File: config.mk
export PLATFORM = sky130hd
export DESIGN_NAME = open_addressing_hash_table
export DESIGN_NICKNAME = d
export VERILOG_FILES = /design/src/oaht_pkg.sv /design/src/oaht_urem.sv /design/src/open_addressing_hash_table.sv
export SDC_FILE = /design/constraint.sdc
export NUM_CORES = 2
export LEC_CHECK = 0
export BUFFER_PORTS_ARGS = -buffer_cell sky130_fd_sc_hd__buf_2
export CORE_MARGIN = 1.5
export CORE_UTILIZATION = 30
export DETAILED_ROUTE_END_ITERATION = 10
export PLACE_DENSITY = 0.5
export SKIP_CTS_REPAIR_TIMING = 1
export SYNTH_ARGS = -nofsm -noshare
export SYNTH_HDL_FRONTEND = slang
export SYNTH_SLANG_ARGS = --single-unit
File: constraint.sdc
create_clock -name i_clk -period 6.9 [get_ports i_clk]
set_clock_uncertainty 0.15 [all_clocks]
set_input_delay 0.69 -clock i_clk [delete_from_list [all_inputs] [get_ports i_clk]]
set_output_delay 0.69 -clock i_clk [all_outputs]
set_load 0.1 [all_outputs]
File: src/oaht_pkg.sv
// Shared types, codes and sizing constants of the open-addressing hash table.
// No dependencies; imported by every module of the block.
`default_nettype none
package oaht_pkg;

    // Default sizing, handed to the top level as parameter defaults
    localparam int DEF_TABLE_DEPTH = 32;
    localparam int DEF_PROBE_LIMIT = 100;

    // Field widths
    localparam int KEY_W     = 31;
    localparam int VAL_W     = 32;
    localparam int SIZE_W    = 6;
    localparam int METH_W    = 2;
    localparam int ST_W      = 2;
    localparam int CFG_W     = 6;
    localparam int CFG_IDX_W = 1;

    // Remainder unit: dividend bits retired per cycle
    localparam int DIGIT_BITS = 4;

    localparam logic [SIZE_W-1:0] SIZE_RESET = SIZE_W'(32);

    // Operation codes
    localparam logic OP_INSERT = 1'b0;
    localparam logic OP_LOOKUP = 1'b1;

    // Result status codes
    localparam logic [ST_W-1:0] ST_STORED    = 2'd0;
    localparam logic [ST_W-1:0] ST_FOUND     = 2'd1;
    localparam logic [ST_W-1:0] ST_NOT_FOUND = 2'd2;
    localparam logic [ST_W-1:0] ST_FULL      = 2'd3;

    // Probe methods; the unused code probes linearly
    localparam logic [METH_W-1:0] METH_LINEAR = 2'd0;
    localparam logic [METH_W-1:0] METH_QUAD   = 2'd1;
    localparam logic [METH_W-1:0] METH_KEYMUL = 2'd2;

    // Configuration register indexes
    localparam logic [CFG_IDX_W-1:0] REG_TABLE_SIZE   = 1'd0;
    localparam logic [CFG_IDX_W-1:0] REG_PROBE_METHOD = 1'd1;

    typedef enum logic [2:0] {
        S_CLEAR,
        S_IDLE,
        S_HASH,
        S_READ,
        S_CHECK
    } t_state;

    typedef struct packed {
        logic             used;
        logic [KEY_W-1:0] key;
        logic [VAL_W-1:0] value;
    } t_slot;

endpackage
`default_nettype wire

File: src/oaht_urem.sv
// Multi-cycle remainder unit: key mod table size, DIGIT_BITS dividend bits a cycle.
// Depends on oaht_pkg.
`default_nettype none
module oaht_urem (
    input  wire logic                       i_clk,
    input  wire logic                       i_rst_n,
    input  wire logic                       i_start,
    input  wire logic [oaht_pkg::KEY_W-1:0]  i_dividend,
    input  wire logic [oaht_pkg::SIZE_W-1:0] i_divisor,
    output logic                            o_done,
    output logic [oaht_pkg::SIZE_W-1:0]      o_rem
);
    import oaht_pkg::*;

    localparam int DIV_W = ((KEY_W + DIGIT_BITS - 1) / DIGIT_BITS) * DIGIT_BITS;
    localparam int STEPS = DIV_W / DIGIT_BITS;
    localparam int CNT_W = (STEPS > 1) ? $clog2(STEPS) : 1;

    logic             r_busy;
    logic             r_done;
    logic [CNT_W-1:0] r_cnt;
    logic [DIV_W-1:0] r_sh;
    logic [SIZE_W-1:0] r_rem;
    logic [SIZE_W-1:0] n_rem;

    // Restoring steps: shift in one bit, subtract the divisor if it fits
    always_comb begin
        logic [SIZE_W:0] t;
        t     = '0;
        n_rem = r_rem;
        for (int b = 0; b < DIGIT_BITS; b++) begin
            t = {n_rem, r_sh[DIV_W-1-b]};
            if (t >= {1'b0, i_divisor}) begin
                t = t - {1'b0, i_divisor};
            end
            n_rem = t[SIZE_W-1:0];
        end
    end

    always_ff @(posedge i_clk) begin
        if (!i_rst_n) begin
            r_busy <= 1'b0;
            r_done <= 1'b0;
            r_cnt  <= '0;
        end else begin
            r_done <= 1'b0;
            if (i_start) begin
                r_busy <= 1'b1;
                r_cnt  <= '0;
            end else if (r_busy) begin
                r_cnt <= r_cnt + 1'b1;
                if (r_cnt == CNT_W'(STEPS - 1)) begin
                    r_busy <= 1'b0;
                    r_done <= 1'b1;
                end
            end
        end
    end

    always_ff @(posedge i_clk) begin
        if (i_start) begin
            r_sh  <= DIV_W'(i_dividend);
            r_rem <= '0;
        end else if (r_busy) begin
            r_sh  <= r_sh << DIGIT_BITS;
            r_rem <= n_rem;
        end
    end

    assign o_done = r_done;
    assign o_rem  = r_rem;

endmodule
`default_nettype wire

File: src/open_addressing_hash_table.sv
// Open-addressing hash table. Each word is hashed (key mod size in the remainder unit, then the
// first slot is loaded), then probed slot by slot, each probe a read and then a check, until
// the result word is registered.
// Throughput: one word at a time; the next word is taken the cycle after the result is
// registered; a result still waiting on the stream holds the search.
// Reset: synchronous, active low; a clearing pass then empties the table slot by slot,
// taking no word meanwhile (configuration writes are taken).
`default_nettype none
module open_addressing_hash_table #(
    parameter int TABLE_DEPTH = oaht_pkg::DEF_TABLE_DEPTH,
    parameter int PROBE_LIMIT = oaht_pkg::DEF_PROBE_LIMIT
) (
    input  wire logic                          i_clk,
    input  wire logic                          i_rst_n,
    // configuration write port
    input  wire logic                          i_cfg_we,
    input  wire logic [oaht_pkg::CFG_IDX_W-1:0] i_cfg_index,
    input  wire logic [oaht_pkg::CFG_W-1:0]     i_cfg_data,
    // request stream
    input  wire logic                          s_axis_tvalid,
    output logic                               s_axis_tready,
    input  wire logic [63:0]                   s_axis_tdata,  // key[30:0], value[62:31], pad
    input  wire logic                          s_axis_tuser,  // operation
    // result stream
    output logic                               m_axis_tvalid,
    input  wire logic                          m_axis_tready,
    output logic [31:0]                        m_axis_tdata,  // found_value[31:0]
    output logic [oaht_pkg::ST_W-1:0]           m_axis_tuser   // status[1:0]
);
    import oaht_pkg::*;

    localparam int AW = $clog2(TABLE_DEPTH);
    localparam int IW = (PROBE_LIMIT > 1) ? $clog2(PROBE_LIMIT) : 1;

    // ---------------------------------------------------------------- config
    logic [SIZE_W-1:0] r_size_cfg;
    logic [METH_W-1:0] r_method;
    logic [SIZE_W-1:0] eff_size;

    always_ff @(posedge i_clk) begin
        if (!i_rst_n) begin
            r_size_cfg <= SIZE_RESET;
            r_method   <= METH_LINEAR;
        end else if (i_cfg_we) begin
            unique case (i_cfg_index)
                REG_TABLE_SIZE:   r_size_cfg <= i_cfg_data[SIZE_W-1:0];
                REG_PROBE_METHOD: r_method   <= i_cfg_data[METH_W-1:0];
                default:          ;
            endcase
        end
    end

    // Zero acts as one slot, anything past the memory as the whole memory
    always_comb begin
        if (r_size_cfg == '0) begin
            eff_size = SIZE_W'(1);
        end else if (32'(r_size_cfg) > TABLE_DEPTH) begin
            eff_size = SIZE_W'(TABLE_DEPTH);
        end else begin
            eff_size = r_size_cfg;
        end
    end

    // ---------------------------------------------------------------- state
    t_state r_state, n_state;

    logic              r_op;
    logic [KEY_W-1:0]  r_key;
    logic [VAL_W-1:0]  r_val;
    logic [SIZE_W-1:0] r_pos;      // slot of the current probe
    logic [SIZE_W-1:0] r_km;       // key mod size, step of key-multiple probing
    logic [SIZE_W-1:0] r_dq;       // (2i+1) mod size, step of quadratic probing
    logic [IW-1:0]     r_idx;      // probe number
    logic [AW-1:0]     r_clr;

    logic              r_out_valid;
    logic [ST_W-1:0]   r_status;
    logic [VAL_W-1:0]  r_value;

    // slot memory
    t_slot             r_mem [TABLE_DEPTH];
    t_slot             r_rd;
    logic              mem_we;
    logic [AW-1:0]     mem_waddr;
    t_slot             mem_wdata;

    // remainder unit
    logic              hash_start;
    logic              hash_done;
    logic [SIZE_W-1:0] hash_rem;

    // probe decisions
    logic              accept;
    logic              out_free;
    logic              hit_stop;     // probe ends the search on its own
    logic              last_probe;
    logic              finish;
    logic [ST_W-1:0]   n_status;
    logic [VAL_W-1:0]  n_value;
    logic [SIZE_W-1:0] n_pos;
    logic [SIZE_W-1:0] n_dq;

    oaht_urem u_urem (
        .i_clk      (i_clk),
        .i_rst_n    (i_rst_n),
        .i_start    (hash_start),
        .i_dividend (s_axis_tdata[KEY_W-1:0]),
        .i_divisor  (eff_size),
        .o_done     (hash_done),
        .o_rem      (hash_rem)
    );

    assign accept   = s_axis_tvalid && s_axis_tready;
    assign out_free = !r_out_valid || m_axis_tready;

    // Evaluate the slot just read
    always_comb begin
        hit_stop = 1'b0;
        n_status = (r_op == OP_INSERT) ? ST_FULL : ST_NOT_FOUND;
        n_value  = '0;
        if (r_op == OP_INSERT) begin
            if (!r_rd.used) begin
                hit_stop = 1'b1;
                n_status = ST_STORED;
            end
        end else begin
            if (!r_rd.used) begin
                hit_stop = 1'b1;
                n_status = ST_NOT_FOUND;
            end else if (r_rd.key == r_key) begin
                hit_stop = 1'b1;
                n_status = ST_FOUND;
                n_value  = r_rd.value;
            end
        end
    end

    assign last_probe = (r_idx == IW'(PROBE_LIMIT - 1));

    // Next probe slot, kept reduced mod size: each step adds no more than the size
    always_comb begin
        logic [SIZE_W:0] sum;
        logic [SIZE_W:0] dq2;
        case (r_method)
            METH_QUAD:   sum = {1'b0, r_pos} + {1'b0, r_dq};
            METH_KEYMUL: sum = {1'b0, r_pos} + {1'b0, r_km};
            default:     sum = {1'b0, r_pos} + (SIZE_W + 1)'(1);
        endcase
        if (sum >= {1'b0, eff_size}) begin
            sum = sum - {1'b0, eff_size};
        end
        n_pos = sum[SIZE_W-1:0];
        // a size of one needs the second correction
        dq2 = {1'b0, r_dq} + (SIZE_W + 1)'(2);
        if (dq2 >= {1'b0, eff_size}) begin
            dq2 = dq2 - {1'b0, eff_size};
        end
        if (dq2 >= {1'b0, eff_size}) begin
            dq2 = dq2 - {1'b0, eff_size};
        end
        n_dq = dq2[SIZE_W-1:0];
    end

    // ---------------------------------------------------------------- FSM next state
    always_comb begin
        n_state = r_state;
        unique case (r_state)
            S_CLEAR: if (r_clr == AW'(TABLE_DEPTH - 1)) n_state = S_IDLE;
            S_IDLE:  if (accept) n_state = S_HASH;
            S_HASH:  if (hash_done) n_state = S_READ;
            S_READ:  n_state = S_CHECK;
            S_CHECK: begin
                if (hit_stop || last_probe) begin
                    if (out_free) n_state = S_IDLE;
                end else begin
                    n_state = S_READ;
                end
            end
            default: n_state = S_CLEAR;
        endcase
    end

    // ---------------------------------------------------------------- FSM outputs
    always_comb begin
        s_axis_tready = 1'b0;
        hash_start    = 1'b0;
        finish        = 1'b0;
        mem_we        = 1'b0;
        mem_waddr     = AW'(r_pos);
        mem_wdata     = '{used: 1'b1, key: r_key, value: r_val};
        unique case (r_state)
            S_CLEAR: begin
                mem_we    = 1'b1;
                mem_waddr = r_clr;
                mem_wdata = '0;
            end
            S_IDLE: begin
                s_axis_tready = 1'b1;
                hash_start    = s_axis_tvalid;
            end
            S_CHECK: begin
                // hold the search while the previous result still waits
                finish = (hit_stop || last_probe) && out_free;
                mem_we = finish && hit_stop && (r_op == OP_INSERT);
            end
            default: ;
        endcase
    end

    // ---------------------------------------------------------------- registers
    always_ff @(posedge i_clk) begin
        if (!i_rst_n) begin
            r_state     <= S_CLEAR;
            r_clr       <= '0;
            r_out_valid <= 1'b0;
        end else begin
            r_state <= n_state;
            if (r_state == S_CLEAR) begin
                r_clr <= r_clr + 1'b1;
            end
            if (finish) begin
                r_out_valid <= 1'b1;
            end else if (m_axis_tready) begin
                r_out_valid <= 1'b0;
            end
        end
    end

    always_ff @(posedge i_clk) begin
        if (accept) begin
            r_op  <= s_axis_tuser;
            r_key <= s_axis_tdata[KEY_W-1:0];
            r_val <= s_axis_tdata[KEY_W+VAL_W-1:KEY_W];
        end
        if (r_state == S_HASH && hash_done) begin
            // probe zero sits at key mod size; quadratic step starts at 1 mod size
            r_pos <= hash_rem;
            r_km  <= hash_rem;
            r_dq  <= (eff_size == SIZE_W'(1)) ? SIZE_W'(0) : SIZE_W'(1);
            r_idx <= '0;
        end else if (r_state == S_CHECK && !hit_stop && !last_probe) begin
            r_pos <= n_pos;
            r_dq  <= n_dq;
            r_idx <= r_idx + 1'b1;
        end
        if (finish) begin
            r_status <= n_status;
            r_value  <= n_value;
        end
    end

    // slot memory: one write port, one registered read port
    always_ff @(posedge i_clk) begin
        if (mem_we) begin
            r_mem[mem_waddr] <= mem_wdata;
        end
        r_rd <= r_mem[AW'(r_pos)];
    end

    assign m_axis_tvalid = r_out_valid;
    assign m_axis_tdata  = r_value;
    assign m_axis_tuser  = r_status;

    // ---------------------------------------------------------------- checks
    a_pos_in_range: assert property (@(posedge i_clk) disable iff (!i_rst_n)
        (r_state == S_CHECK) |-> (r_pos < eff_size))
        else $error("probe slot outside the table size");

    a_hash_done_in_hash: assert property (@(posedge i_clk) disable iff (!i_rst_n)
        hash_done |-> (r_state == S_HASH))
        else $error("remainder finished outside hashing");

    a_store_reports: assert property (@(posedge i_clk) disable iff (!i_rst_n)
        (r_state == S_CHECK && mem_we) |=> (m_axis_tvalid && m_axis_tuser == ST_STORED))
        else $error("slot written without a stored result");

    a_no_accept_busy: assert property (@(posedge i_clk) disable iff (!i_rst_n)
        (r_state == S_CHECK && !finish) |=> !s_axis_tready)
        else $error("word taken while a search is in flight");

endmodule
`default_nettype wire

==> key figures <==
Run status
  – Status: finished with violations
  – Failing checks: negative hold slack, negative setup slack

Synth
  – Synth area leader: edfxtp_1
  – Post-Syn Area: 88800 um^2
  – Ys Warns: 0
  – Ranking of synthesized cells by area: edfxtp_1 (74%), mux4_2 (16%), dfxtp_1 (2.3%)
  – Register area share after synthesis: 0.765
  – Netlist cell types: 68
  – FF+latch count, synth: approximately 2300
  – Syn Nets: 4090
  – Ys flop type: edfxtp_1
  – Fraction of registers with async set/reset: 0
  – Synth Instances: slightly below 4000
  – Synth top area share: 0.742
  – Syn_area_per_cell: 22.5 um^2
  – EDFF count, synth: 2195

Critical path
  – WS Path Type: reg2reg
  – Reg2reg start: r_size_cfg[3]$_SDFFE_PN0P_
  – R2R setup slack: -10 ps
  – Crit path launch type: flip-flop
  – Crit path max-delay cell type: or4_4
  – Worst flop-to-flop path endpoint: u_urem.o_rem[3]$_SDFFE_PP0P_
  – Crit path capture type: flip-flop
  – CP arrival: about 7600 ps
  – Worst r2r path cells: 30
  – CP max stage delay: between 500 and 600 ps
  – Critical-path maximum fanout: 8
  – Crit path required time: between 7000 and 8000 ps

Clock tree
  – CTS buffer count: around 230
  – H-Tree Level Count: 4
  – CTS tree: done
  – Clk sinks: around 2300
  – Clk buf depth: 4
  – Clk slew on worst S/H paths: 60 ps
  – Root Driver: clkbuf_16
  – Clock Latency Late Sink: ~900 ps

Detailed routing
  – Vias: 42100
  – Initial DRC Count: 3673
  – Via/cell ratio: 4.95
  – 1st-pass router iterations: 7
  – Final ANT Viol Nets: 0
  – Total Wirelength: 240 mm
  – # DRC: 0
  – Wire length per cell: 28.2 um

Die
  – Die Y: 547 um
  – Die Area: 299000 um^2
  – Site Rows: 199
  – Chip width: about 550 um
  – Top Ports: 113
  – Core ar.: 294000 um^2
  – Initial Util: 0.302

STA
  – RSZ-0062 raised after global routing: yes
  – Fin crit share: 1.00
  – Final Hold Viols: 1
  – Setup TNS: -12.5 ps
  – Setup Viol. Count Final: 1
  – Max frequency: 145 MHz
  – Minimum clock period after layout: 6910 ps
  – Slew margin rel.: 0.199
  – Hold Slack: -2.94 ps
  – Max-slew violations: 0
  – Final worst setup slack: -12.5 ps
  – Worst Max-Slew Pin Slew: 1200 ps

Pwr
  – Total power per unit cell area: 312 nW/um^2
  – Leakage Power: 33.6 nW
  – Maximum vdd drop: roughly 0.00042 V

GRT
  – Tot GR Track Use: 0.158
  – Largest net degree at the start of global routing: 116
  – Global route total overflow: 0
  – GRT met2 Usage: 0.261
  – Routing usage on met3: 0.0218
  – Antenna violations before repair: 9
  – M1 GR Usage: 0.215
  – Vias in the first global route: 43200
  – First-pass GRT wire length: roughly 330 mm
  – Most Crowded Layer GR: met2

Placed design
  – DP Cell Count: around 8000
  – Post-DP HPWL: 122 mm
  – Port-buffer cells: 111
  – Placer congestion estimate: ~0.74

Finish
  – Most frequent cells in the layout: edfxtp_1 (2195), mux4_2 (640), clkbuf_16 (235), buf_4 (173), nand2_1 (134)
  – Syn-to-layout area delta: 17.3%
  – Footprint of the multi-input gates: 20600 um^2
  – Final std cells w/o fill: 8496
  – Most common cell after layout, fill and taps aside: edfxtp_1
  – Filler Cell Count: 26900
  – Fin nets: 4526
  – Layout cell share with drive strength beyond 1: 0.317
  – Reg area: 67900 um^2

Hold path
  – Worst Hold Depth: 3
  – Hold endpoint: r_size_cfg[4]$_SDFFE_PN0P_
  – Min-delay src: i_cfg_data[4]
  – Hold Crit Class: in2reg

Flow run
  – # Max-Cap Violations: 0
## through the flow
stage | hold WS [ps] | power, mW | area, um^2 | setup slack, ps | util
global placement | 329 | 19.7 | 95700 | -387 | 0.325
global route | 0.665 | 33.7 | 104000 | -341 | 0.354
CTS | -234 | 32.4 | 103000 | -546 | 0.351
detailed placement | 333 | 19.7 | 95700 | -504 | 0.325
floorplan | 297 | 18.3 | 88900 | 4.28 | -
finish | -2.94 | 32.5 | 104000 | -12.5 | 0.354
## power by group
| part | leakage (nW) | switching (mW) | internal, mW |
|---|---|---|---|
| clock network | 3.69 | 5.33 | 7.27 |
| logic | 8.50 | 2.21 | 2.40 |
| registers | 21.4 | 0.0537 | 15.2 |
## registers in the layout (all words and copies together), names as in the netlist
signal and flops:
m_axis_tdata 32, m_axis_tuser 2, m_axis_tvalid 1, r_clr 5, r_dq 6, r_idx 7
r_key 31, r_km 6, r_mem 2048, r_method 2, r_op 1, r_pos 6
r_rd 64, r_size_cfg 6, r_state 3, r_val 32, u_urem.o_done 1, u_urem.o_rem 6
u_urem.r_busy 1, u_urem.r_cnt 3, u_urem.r_sh 32
## Yosys cell counts, types with 4 or more instances
library cell  number
edfxtp_1        2195
mux4_2           640
nand2_1          138
clkbuf_1         130
and2_1           101
dfxtp_1          100
nor2_1            91
mux2_2            72
ha_1              56
xnor2_1           52
inv_1             36
mux2i_1           30
a21oi_1           28
buf_2             27
o21ai_0           23
buf_1             21
nor2b_1           19
xor2_1            16
nand3_1           15
nand4_1           15
and3_1            12
nor3_1            10
a21o_1             9
nand3b_1           9
a21boi_0           8
fa_1               8
a31oi_1            7
o21a_1             7
a22oi_1            5
nand2b_1           5
a211o_1            4
nor4_1             4
## layout make-up
type | count | area share
sequential | 2295 | 0.652
multi-input combinational | 1435 | 0.197
clock buffer | 300 | 0.0603
tap | 3919 | 0.0471
timing repair buffer | 381 | 0.0296
clock inverter | 125 | 0.0120
inverter | 38 | 0.00144
antenna | 3 | 0.0000721
## per-layer routing
layer	share of wire	wire length (um)
met5	0.000054	13
met2	0.49	118000
met4	0.029	6860
met1	0.44	105000
met3	0.043	10200
## worst max path at each step
stage	start	endpoint	slack, ps	cells past startpoint
3_3_place_gp	r_size_cfg[4]$_SDFFE_PN0P_	u_urem.o_rem[3]$_SDFFE_PP0P_	-390	33
6_report	r_size_cfg[3]$_SDFFE_PN0P_	u_urem.o_rem[3]$_SDFFE_PP0P_	-10	30
3_5_place_dp	r_size_cfg[4]$_SDFFE_PN0P_	u_urem.o_rem[3]$_SDFFE_PP0P_	-500	33
2_1_floorplan	r_size_cfg[4]$_SDFFE_PN0P_	u_urem.o_rem[3]$_SDFFE_PP0P_	4	36
5_1_grt	r_size_cfg[3]$_SDFFE_PN0P_	u_urem.o_rem[3]$_SDFFE_PP0P_	-340	32
4_1_cts	r_size_cfg[4]$_SDFFE_PN0P_	u_urem.o_rem[3]$_SDFFE_PP0P_	-550	33
## cell families after synthesis
family,after synthesis,synth area share
flip-flops,2295,0.765
buffers and inverters,219,0.00989
adder cells (fa/ha/maj),64,0.00969
AO/OA/AOI/OAI,127,0.00978
AND/OR/NAND/NOR,433,0.0240
XOR/XNOR,68,0.00671
multiplexers,743,0.175
## critical path, delay by kind of cell, from the launching register on
family	cells	cell delay (ps)
simple gates	6	1400
compound gates	15	2680
mux	4	1070
buf+inv	1	160
fa+ha+maj	4	1000
flops	1	330
No activity file was read; power rests on OpenSTA's default activity.
